### src/design/pdtd_pkg.sv
// -----------------------------------------------------------------------------
// PWM duty threshold debounce package
// Widths, register indexes, reset values and shared types of the block.
// -----------------------------------------------------------------------------
package pdtd_pkg;

   localparam int NUM_CHANNELS = 4;

   localparam int PERIOD_W = 16;
   localparam int CHECKS_W = 8;
   localparam int THR_W    = 7;
   localparam int PROD_W   = 24;

   localparam int CSR_IDX_W  = $clog2(2 + NUM_CHANNELS);
   localparam int CSR_DATA_W = 16;

   localparam logic [CSR_IDX_W-1:0] CSR_MIN_PERIOD = CSR_IDX_W'(0);
   localparam logic [CSR_IDX_W-1:0] CSR_MAX_CHECKS = CSR_IDX_W'(1);
   localparam logic [CSR_IDX_W-1:0] CSR_THRESHOLD0 = CSR_IDX_W'(2);

   localparam logic [PERIOD_W-1:0] MIN_PERIOD_RST = PERIOD_W'(1000);
   localparam logic [CHECKS_W-1:0] MAX_CHECKS_RST = CHECKS_W'(3);
   localparam logic [THR_W-1:0]    THRESHOLD_RST  = THR_W'(50);
   localparam logic [CHECKS_W-1:0] COUNT_RST      = CHECKS_W'(1);

   localparam logic [PROD_W-1:0] DUTY_SCALE = PROD_W'(100);

   typedef enum logic [1:0] {
      ST_IDLE,
      ST_UPDATE,
      ST_OUT
   } state_type;

   typedef struct packed {
      logic capture;
      logic update;
   } lane_ctl_type;

endpackage

### src/design/pdtd_req_if.sv
// -----------------------------------------------------------------------------
// PWM measurement request channel
// Valid/ready channel carrying the captured period and high time of each input.
// -----------------------------------------------------------------------------
interface pdtd_req_if import pdtd_pkg::*; ();

   logic                valid;
   logic                ready;
   logic [PERIOD_W-1:0] period_ch0;
   logic [PERIOD_W-1:0] high_ch0;
   logic [PERIOD_W-1:0] period_ch1;
   logic [PERIOD_W-1:0] high_ch1;
   logic [PERIOD_W-1:0] period_ch2;
   logic [PERIOD_W-1:0] high_ch2;
   logic [PERIOD_W-1:0] period_ch3;
   logic [PERIOD_W-1:0] high_ch3;

   modport source (
      output valid, period_ch0, high_ch0, period_ch1, high_ch1,
             period_ch2, high_ch2, period_ch3, high_ch3,
      input  ready
   );

   modport sink (
      input  valid, period_ch0, high_ch0, period_ch1, high_ch1,
             period_ch2, high_ch2, period_ch3, high_ch3,
      output ready
   );

endinterface

### src/design/pdtd_rsp_if.sv
// -----------------------------------------------------------------------------
// PWM flag response channel
// Valid/ready channel carrying the qualified state of each input.
// -----------------------------------------------------------------------------
interface pdtd_rsp_if;

   logic valid;
   logic ready;
   logic flag_ch0;
   logic flag_ch1;
   logic flag_ch2;
   logic flag_ch3;

   modport source (
      output valid, flag_ch0, flag_ch1, flag_ch2, flag_ch3,
      input  ready
   );

   modport sink (
      input  valid, flag_ch0, flag_ch1, flag_ch2, flag_ch3,
      output ready
   );

endinterface

### src/design/pdtd_lane.sv
// -----------------------------------------------------------------------------
// PWM duty threshold lane
// One channel: duty comparison by cross multiplication, then the debounce
// counter and the qualified flag.
// -----------------------------------------------------------------------------
module pdtd_lane import pdtd_pkg::*; (
   input  logic                clock,
   input  logic                reset,
   input  lane_ctl_type        lane_ctl,
   input  logic [PERIOD_W-1:0] period,
   input  logic [PERIOD_W-1:0] high,
   input  logic [PERIOD_W-1:0] min_period,
   input  logic [CHECKS_W-1:0] max_checks,
   input  logic [THR_W-1:0]    threshold,
   output logic                flag
);

   logic                eval_ff;
   logic                eval_in;
   logic [PROD_W-1:0]   lhs_ff;
   logic [PROD_W-1:0]   lhs_in;
   logic [PROD_W-1:0]   rhs_ff;
   logic [PROD_W-1:0]   rhs_in;
   logic [THR_W:0]      thr_inc;
   logic                sample;
   logic                flag_ff;
   logic                flag_in;
   logic [CHECKS_W-1:0] count_ff;
   logic [CHECKS_W-1:0] count_in;

   // The truncated percent exceeds the threshold exactly when
   // high * 100 >= (threshold + 1) * period, with the period nonzero.
   assign thr_inc = {1'b0, threshold} + (THR_W + 1)'(1);
   assign eval_in = period > min_period;
   assign lhs_in  = PROD_W'(high) * DUTY_SCALE;
   assign rhs_in  = PROD_W'(period) * PROD_W'(thr_inc);

   always_ff @(posedge clock) begin
      if (lane_ctl.capture) begin
         eval_ff <= eval_in;
         lhs_ff  <= lhs_in;
         rhs_ff  <= rhs_in;
      end
   end

   assign sample = lhs_ff >= rhs_ff;

   always_comb begin
      flag_in  = flag_ff;
      count_in = count_ff;
      if (lane_ctl.update && eval_ff) begin
         if (sample != flag_ff) begin
            if (count_ff == max_checks) begin
               count_in = '0;
               flag_in  = ~flag_ff;
            end else begin
               count_in = count_ff + CHECKS_W'(1);
            end
         end else begin
            count_in = COUNT_RST;
         end
      end
   end

   always_ff @(posedge clock) begin
      if (reset) begin
         flag_ff  <= 1'b0;
         count_ff <= COUNT_RST;
      end else begin
         flag_ff  <= flag_in;
         count_ff <= count_in;
      end
   end

   assign flag = flag_ff;

endmodule

### src/design/pdtd_ctrl.sv
// -----------------------------------------------------------------------------
// PWM duty threshold sequencer and merge
// Steps each beat through capture, update and output, and gathers the lane
// flags into the response register.
// -----------------------------------------------------------------------------
module pdtd_ctrl import pdtd_pkg::*; (
   input  logic                    clock,
   input  logic                    reset,
   input  logic                    req_valid,
   output logic                    req_ready,
   output lane_ctl_type            lane_ctl,
   input  logic [NUM_CHANNELS-1:0] lane_flags,
   output logic                    rsp_valid,
   input  logic                    rsp_ready,
   output logic [NUM_CHANNELS-1:0] rsp_flags
);

   state_type               state_ff;
   state_type               state_in;
   logic                    out_free;
   logic                    out_load;
   logic                    rsp_valid_ff;
   logic                    rsp_valid_in;
   logic [NUM_CHANNELS-1:0] rsp_flags_ff;

   assign out_free = !rsp_valid_ff || rsp_ready;

   always_comb begin
      state_in = state_ff;
      unique case (state_ff)
         ST_IDLE: begin
            if (req_valid) begin
               state_in = ST_UPDATE;
            end
         end
         ST_UPDATE: begin
            state_in = ST_OUT;
         end
         ST_OUT: begin
            if (out_free) begin
               state_in = ST_IDLE;
            end
         end
         default: begin
            state_in = ST_IDLE;
         end
      endcase
   end

   always_comb begin
      req_ready        = 1'b0;
      lane_ctl.capture = 1'b0;
      lane_ctl.update  = 1'b0;
      out_load         = 1'b0;
      unique case (state_ff)
         ST_IDLE: begin
            req_ready        = 1'b1;
            lane_ctl.capture = req_valid;
         end
         ST_UPDATE: begin
            lane_ctl.update = 1'b1;
         end
         ST_OUT: begin
            out_load = out_free;
         end
         default: begin
            req_ready = 1'b0;
         end
      endcase
   end

   always_comb begin
      rsp_valid_in = rsp_valid_ff;
      if (out_load) begin
         rsp_valid_in = 1'b1;
      end else if (rsp_ready) begin
         rsp_valid_in = 1'b0;
      end
   end

   always_ff @(posedge clock) begin
      if (reset) begin
         state_ff     <= ST_IDLE;
         rsp_valid_ff <= 1'b0;
      end else begin
         state_ff     <= state_in;
         rsp_valid_ff <= rsp_valid_in;
      end
   end

   always_ff @(posedge clock) begin
      if (out_load) begin
         rsp_flags_ff <= lane_flags;
      end
   end

   assign rsp_valid = rsp_valid_ff;
   assign rsp_flags = rsp_flags_ff;

endmodule

### src/design/pwm_duty_threshold_debounce.sv
// -----------------------------------------------------------------------------
// PWM duty threshold debounce
// Four-lane duty percent threshold detector with a debounce counter per lane.
//
//   Channel   Direction  Beat
//   req_chan  in         period and high time of each PWM input
//   rsp_chan  out        qualified flag of each PWM input
//   csr_*     in         register write: min period, max checks, thresholds
//
// A beat is accepted in the cycle after the previous one left for the output
// register, and then passes through capture of the products, debounce update,
// and load of the response register. The response register is one deep;
// while it is held by a stalled sink, the next beat stops at the load step.
// Reset is synchronous and restores the registers, flags and counts.
// -----------------------------------------------------------------------------
module pwm_duty_threshold_debounce import pdtd_pkg::*; (
   input  logic                  clock,
   input  logic                  reset,
   pdtd_req_if.sink              req_chan,
   pdtd_rsp_if.source            rsp_chan,
   input  logic                  csr_we,
   input  logic [CSR_IDX_W-1:0]  csr_index,
   input  logic [CSR_DATA_W-1:0] csr_wdata
);

   logic [PERIOD_W-1:0]     min_period_ff;
   logic [CHECKS_W-1:0]     max_checks_ff;
   logic [THR_W-1:0]        threshold_ff [NUM_CHANNELS];
   logic [PERIOD_W-1:0]     period [NUM_CHANNELS];
   logic [PERIOD_W-1:0]     high [NUM_CHANNELS];
   logic [NUM_CHANNELS-1:0] lane_flags;
   logic [NUM_CHANNELS-1:0] rsp_flags;
   lane_ctl_type            lane_ctl;

   always_ff @(posedge clock) begin
      if (reset) begin
         min_period_ff <= MIN_PERIOD_RST;
         max_checks_ff <= MAX_CHECKS_RST;
         for (int ch = 0; ch < NUM_CHANNELS; ch++) begin
            threshold_ff[ch] <= THRESHOLD_RST;
         end
      end else if (csr_we) begin
         if (csr_index == CSR_MIN_PERIOD) begin
            min_period_ff <= csr_wdata[PERIOD_W-1:0];
         end
         if (csr_index == CSR_MAX_CHECKS) begin
            max_checks_ff <= csr_wdata[CHECKS_W-1:0];
         end
         for (int ch = 0; ch < NUM_CHANNELS; ch++) begin
            if (csr_index == CSR_THRESHOLD0 + CSR_IDX_W'(ch)) begin
               threshold_ff[ch] <= csr_wdata[THR_W-1:0];
            end
         end
      end
   end

   assign period[0] = req_chan.period_ch0;
   assign high[0]   = req_chan.high_ch0;
   assign period[1] = req_chan.period_ch1;
   assign high[1]   = req_chan.high_ch1;
   assign period[2] = req_chan.period_ch2;
   assign high[2]   = req_chan.high_ch2;
   assign period[3] = req_chan.period_ch3;
   assign high[3]   = req_chan.high_ch3;

   for (genvar ch = 0; ch < NUM_CHANNELS; ch++) begin : g_lane
      pdtd_lane u_lane (
         .clock      (clock),
         .reset      (reset),
         .lane_ctl   (lane_ctl),
         .period     (period[ch]),
         .high       (high[ch]),
         .min_period (min_period_ff),
         .max_checks (max_checks_ff),
         .threshold  (threshold_ff[ch]),
         .flag       (lane_flags[ch])
      );
   end

   pdtd_ctrl u_ctrl (
      .clock      (clock),
      .reset      (reset),
      .req_valid  (req_chan.valid),
      .req_ready  (req_chan.ready),
      .lane_ctl   (lane_ctl),
      .lane_flags (lane_flags),
      .rsp_valid  (rsp_chan.valid),
      .rsp_ready  (rsp_chan.ready),
      .rsp_flags  (rsp_flags)
   );

   assign rsp_chan.flag_ch0 = rsp_flags[0];
   assign rsp_chan.flag_ch1 = rsp_flags[1];
   assign rsp_chan.flag_ch2 = rsp_flags[2];
   assign rsp_chan.flag_ch3 = rsp_flags[3];

endmodule

### src/flat_wrapper.sv
// flat-port wrapper written by rule: the top's interface ports become plain ports
module pwm_duty_threshold_debounce_flat import pdtd_pkg::*;
  (clock, reset, csr_we, csr_index, csr_wdata, req_chan_valid, req_chan_period_ch0, req_chan_high_ch0, req_chan_period_ch1, req_chan_high_ch1, req_chan_period_ch2, req_chan_high_ch2, req_chan_period_ch3, req_chan_high_ch3, req_chan_ready, rsp_chan_valid, rsp_chan_flag_ch0, rsp_chan_flag_ch1, rsp_chan_flag_ch2, rsp_chan_flag_ch3, rsp_chan_ready);
  pdtd_req_if req_chan_i ();
  pdtd_rsp_if rsp_chan_i ();
  input  logic clock;
  input  logic reset;
  input  logic csr_we;
  input  logic [CSR_IDX_W-1:0] csr_index;
  input  logic [CSR_DATA_W-1:0] csr_wdata;
  input wire logic [$bits(req_chan_i.valid)-1:0] req_chan_valid;
  input wire logic [$bits(req_chan_i.period_ch0)-1:0] req_chan_period_ch0;
  input wire logic [$bits(req_chan_i.high_ch0)-1:0] req_chan_high_ch0;
  input wire logic [$bits(req_chan_i.period_ch1)-1:0] req_chan_period_ch1;
  input wire logic [$bits(req_chan_i.high_ch1)-1:0] req_chan_high_ch1;
  input wire logic [$bits(req_chan_i.period_ch2)-1:0] req_chan_period_ch2;
  input wire logic [$bits(req_chan_i.high_ch2)-1:0] req_chan_high_ch2;
  input wire logic [$bits(req_chan_i.period_ch3)-1:0] req_chan_period_ch3;
  input wire logic [$bits(req_chan_i.high_ch3)-1:0] req_chan_high_ch3;
  output wire logic [$bits(req_chan_i.ready)-1:0] req_chan_ready;
  output wire logic [$bits(rsp_chan_i.valid)-1:0] rsp_chan_valid;
  output wire logic [$bits(rsp_chan_i.flag_ch0)-1:0] rsp_chan_flag_ch0;
  output wire logic [$bits(rsp_chan_i.flag_ch1)-1:0] rsp_chan_flag_ch1;
  output wire logic [$bits(rsp_chan_i.flag_ch2)-1:0] rsp_chan_flag_ch2;
  output wire logic [$bits(rsp_chan_i.flag_ch3)-1:0] rsp_chan_flag_ch3;
  input wire logic [$bits(rsp_chan_i.ready)-1:0] rsp_chan_ready;
  assign req_chan_i.valid = req_chan_valid;
  assign req_chan_i.period_ch0 = req_chan_period_ch0;
  assign req_chan_i.high_ch0 = req_chan_high_ch0;
  assign req_chan_i.period_ch1 = req_chan_period_ch1;
  assign req_chan_i.high_ch1 = req_chan_high_ch1;
  assign req_chan_i.period_ch2 = req_chan_period_ch2;
  assign req_chan_i.high_ch2 = req_chan_high_ch2;
  assign req_chan_i.period_ch3 = req_chan_period_ch3;
  assign req_chan_i.high_ch3 = req_chan_high_ch3;
  assign req_chan_ready = req_chan_i.ready;
  assign rsp_chan_valid = rsp_chan_i.valid;
  assign rsp_chan_flag_ch0 = rsp_chan_i.flag_ch0;
  assign rsp_chan_flag_ch1 = rsp_chan_i.flag_ch1;
  assign rsp_chan_flag_ch2 = rsp_chan_i.flag_ch2;
  assign rsp_chan_flag_ch3 = rsp_chan_i.flag_ch3;
  assign rsp_chan_i.ready = rsp_chan_ready;
  pwm_duty_threshold_debounce u_core (.clock(clock), .reset(reset), .req_chan(req_chan_i), .rsp_chan(rsp_chan_i), .csr_we(csr_we), .csr_index(csr_index), .csr_wdata(csr_wdata));
endmodule
### config.mk
export PLATFORM = sky130hd
export DESIGN_NAME = pwm_duty_threshold_debounce_flat
export DESIGN_NICKNAME = d
export VERILOG_FILES = /design/src/design/pdtd_pkg.sv /design/src/design/pdtd_req_if.sv /design/src/design/pdtd_rsp_if.sv /design/src/design/pdtd_lane.sv /design/src/design/pdtd_ctrl.sv /design/src/design/pwm_duty_threshold_debounce.sv /design/src/flat_wrapper.sv
export SDC_FILE = /design/constraint.sdc
export NUM_CORES = 2
export LEC_CHECK = 0
export ABC_AREA = 1
export BUFFER_PORTS_ARGS = -buffer_cell sky130_fd_sc_hd__buf_2
export CAP_MARGIN = 30
export CORE_UTILIZATION = 30
export DETAILED_ROUTE_END_ITERATION = 7
export GPL_TIMING_DRIVEN = 0
export MAX_ROUTING_LAYER = met4
export SETUP_SLACK_MARGIN = 0.15
export SYNTH_ARGS = -nofsm -noshare
export SYNTH_HDL_FRONTEND = slang
export SYNTH_SLANG_ARGS = --single-unit
### constraint.sdc
create_clock -name clock -period 33.7 [get_ports clock]
set_input_delay 1.685 -clock clock [delete_from_list [all_inputs] [get_ports clock]]
set_output_delay 1.685 -clock clock [all_outputs]
set_load 0.02 [all_outputs]
==> summary.md <==
| Metric | Value |
|---|---|
| Nets@finish | `between 5,000 and 6,000` |
| First-pass GRT wire length | `around 150 mm` |
| Largest net degree at the start of global routing | `15` |
| Outcome | `complete, no violations` |
| Vias in the first global route | `28,898` |
| Syn Inst Count | `roughly 4,400` |
| Initial core utilization | `0.302` |
| Iter 0 DRT Violations | `1,724` |
| Gr busiest metal | `met2` |
| Design Power | `roughly 2600 µW` |
| Syn Std Cell Area | `approximately 37,000 µm²` |
| Post-cts resize count | `0` |
| Pre-CTS WS | `approximately 27,000 ps` |
| First-pass iteration count of the detailed router | `5` |
| Ys async rst share | `0` |
| XOR/XNOR share of the synthesized area | `0.0433` |
| WS Path Type | `in2reg` |
| CP arrival | `between 6000 and 7000 ps` |
| Main combinational cell family by area after synthesis | `adder cells` |
| Post-synthesis sequential area ratio | `0.211` |
| Slew @ Worst Pin | `between 900 and 1000 ps` |
| Most used cell, CP | `fa_1` |
| RePlAce Congestion | `0.936` |
| Ports | `158` |
| Setup TNS Final | `0 ps` |
| CTS Buf Count | `35` |
| Final setup fails | `0` |
| Final worst path period share | `0.169` |
| CTS clk-pin slew, worst paths | `around 60 ps` |
| Rel. slew slack | `0.394` |
| Later-pin clock latency in the skew report | `approximately 550 ps` |
| Clock Skew | `around 20 ps` |
| Post-synthesis mux area share | `0` |
| Gr usage total | `0.156` |
| Synth-to-layout area growth | `11.5%` |
| Critical-path top delay cell | `fa_1` |
| Core area | `122,000 µm²` |
| Synth cell types | `between 50 and 60` |
| Crit Path Max Fanout | `8` |
| Post-Syn Nets | `5,508` |
| Setup Fix Bufs, Post-CTS | `0` |
| Slew Viols, Final | `0` |
| Most frequent cell after synthesis | `inv_1` |
| Root Buffer | `clkbuf_16` |
| CTS max path bufs | `3` |
| Die area | `roughly 120,000 µm²` |
| H-tree depth | `2` |
| Initial antenna violation count | `38` |
| Height of the chip | `approximately 350 µm` |
| CP peak stage delay | `570 ps` |
| Routed Antenna Nets | `0` |
| Buffers added on ports | `157` |
| Compound-Gate Fraction of Synth Area | `0.0702` |
| Yosys top cell area share | `0.207` |
| Worst Hold Class | `reg2reg` |
| DR WL/cell | `about 15 µm` |
| Crit path max-delay family | `adder cells` |
| VDD IR max | `0.0360 mV` |
| Die extent in x | `352 µm` |
| TritonCTS clock tree | `yes` |
| Critical path, cell by cell | `buf_2 -> buf_1 -> nand2_1 -> fa_1 -> inv_1 -> fa_1 -> fa_1 -> fa_1 -> ha_1 -> nand2_1 -> nor4_1 -> nand4_1 -> nand3_1 -> xor2_1` |
| Cts hold-fix bufs | `0` |
| Fraction of layout cells with a size suffix above 1 | `0.0696` |
| Post-synth EDFFs | `approximately 220` |
| Final wirelength | `a little over 90 mm` |
| CP Capture Type | `flip-flop` |
| Lkg Pwr | `between 0.02 and 0.025 µW` |
| Area contributors post-synth | `fa_1 (21%), ha_1 (18%), edfxtp_1 (18%)` |
| Final setup margin | `~28,000 ps` |
| Simple-gate share of the synthesized area | `0.171` |
| Yosys Warn Count | `0` |
| M2 GR Usage | `0.243` |
| PwrDens | `around 64 nW/µm²` |
| Via count | `just under 30,000` |
| Worst path required time | `approximately 34,000 ps` |
| Syn avg cell area | `between 8 and 9 µm²` |
| Main flop type after synthesis | `edfxtp_1` |
| Final Hold Viols | `0` |
| Synthesized flop and latch total | `279` |
| CP startpoint kind | `primary input` |
| GR met3 Demand/Resource | `0.0262` |
| Synth cell count leaders | `inv_1 (1,020), nand2_1 (731), ha_1 (542)` |
| Dpl hpwl | `about 78 mm` |
| Met1 Track Usage GR | `0.212` |
| F_max | `between 150 and 200 MHz` |
| Row cnt | `around 130` |
| Max-cap violations | `0` |
| Sink Count | `approximately 280` |
| WP buf/inv | `3` |
| Fin crit period | `around 5700 ps` |
| GR Overflow Total | `0` |
| DRC viols | `0` |
| Adder-cell share of the synthesized area | `0.391` |
| RSZ-0062 raised after global routing | `no` |
| Drt via density | `roughly 4.6` |
| Leading area contributor after synthesis | `fa_1` |
path summary, 6_finish.rpt:
kind                           startpoint                                  to  slack, ps  cells after the start
min reg2reg  u_core.g_lane[2].u_lane.flag          u_core.u_ctrl.rsp_flags[2]        460                      0
max reg2reg     u_core.threshold_ff[1][1]  u_core.g_lane[1].u_lane.rhs_ff[21]      28040                     15
min          u_core.g_lane[2].u_lane.flag          u_core.u_ctrl.rsp_flags[2]        460                      0
max               req_chan_period_ch1[13]  u_core.g_lane[1].u_lane.rhs_ff[21]      28010                     14
registers in the layout, summed over array words and instances (netlist names):
signal,flops
u_core.g_lane.u_lane.rhs_ff,96
u_core.g_lane.u_lane.lhs_ff,84
u_core.g_lane.u_lane.count_ff,32
u_core.threshold_ff,28
u_core.min_period_ff,16
u_core.max_checks_ff,8
u_core.g_lane.u_lane.eval_ff,4
u_core.g_lane.u_lane.flag,4
u_core.u_ctrl.rsp_flags,4
u_core.u_ctrl.state_ff,2
u_core.u_ctrl.rsp_valid,1
through the flow:
stage	area (µm²)	hold WS, ps	std cells	utilization
CTS	41000	458	6296	0.336
floorplan	36800	430	4434	-
global route	41000	471	6321	0.337
global placement	39600	441	6216	0.325
finish	41000	458	6327	0.337
detailed placement	39800	441	6232	0.327
power by group:
| group | internal [µW] | switching [µW] |
|---|---|---|
| Sequential | 532 | 24.1 |
| Clock | 225 | 151 |
| Combinational | 638 | 1060 |
worst reg2reg max path: stages, from the launching register on:
cell and delay [ps]:
edfxtp_1 430, ha_1 260, xor2_1 570, inv_1 170, clkbuf_1 320, nor2_1 230
fa_1 450, fa_1 570, fa_1 420, fa_1 470, ha_1 360, a21oi_1 290
o21ai_0 160, a211oi_1 360, nand3_1 140, xor2_1 190
per-layer routing:
layer | vias to the layer above | share of wire
met4 | 0 | 0.017
met1 | 13777 | 0.47
met5 | - | 0
met3 | 83 | 0.070
li1 | 14351 | -
met2 | 661 | 0.45
placed cells by master, fill, tap and decap left out, types with 7 or more instances in the layout:
| cell type | netlist | layout |
|---|---|---|
| nand2_1 | 731 | 731 |
| edfxtp_1 | 216 | 216 |
| diode_2 | 0 | 31 |
| buf_2 | 11 | 168 |
| a21o_1 | 15 | 15 |
| o21ai_0 | 97 | 97 |
| a21oi_2 | 7 | 7 |
| nor4_1 | 9 | 9 |
| o21ai_1 | 16 | 16 |
| clkbuf_16 | 0 | 37 |
| nand4_1 | 72 | 72 |
| clkbuf_1 | 31 | 41 |
| nor2_1 | 526 | 526 |
| a211oi_1 | 8 | 8 |
| inv_1 | 1020 | 1020 |
| o211ai_1 | 12 | 12 |
| fa_1 | 380 | 380 |
| xnor2_1 | 61 | 61 |
| nand3_1 | 98 | 98 |
| xor2_1 | 119 | 119 |
| inv_2 | 9 | 9 |
| dfxtp_1 | 63 | 63 |
| a21oi_1 | 236 | 236 |
| nor3_2 | 12 | 13 |
| o21ai_2 | 8 | 8 |
| buf_6 | 8 | 20 |
| ha_1 | 542 | 542 |
| nor3_1 | 28 | 27 |
| nand2_2 | 13 | 13 |
| clkinv_1 | 5 | 7 |
| o21bai_1 | 17 | 17 |
final cells by class:
type / instances / area [µm²]
diodes: 31 / 77.6
plain buffers: 58 / 314
clock buffers: 50 / 1000
clock inverters: 14 / 144
fillers: 12857 / 80700
inverters: 1034 / 3880
multi-input cells: 3063 / 24900
flip-flops and latches: 279 / 7750
well taps: 1625 / 2030
repair buffers: 173 / 981
kinds of logic (layout without fill, tap and decap cells):
group,count (synthesis),in the layout
adders and majority gates,922,922
AOI/OAI and AO/OA,450,450
other,0,31
buffers and inverters,1092,1329
and+or+nand+nor,1510,1510
xor gates and xnor gates,181,181
DFF,279,279
(Power assumes the default switching activity.)
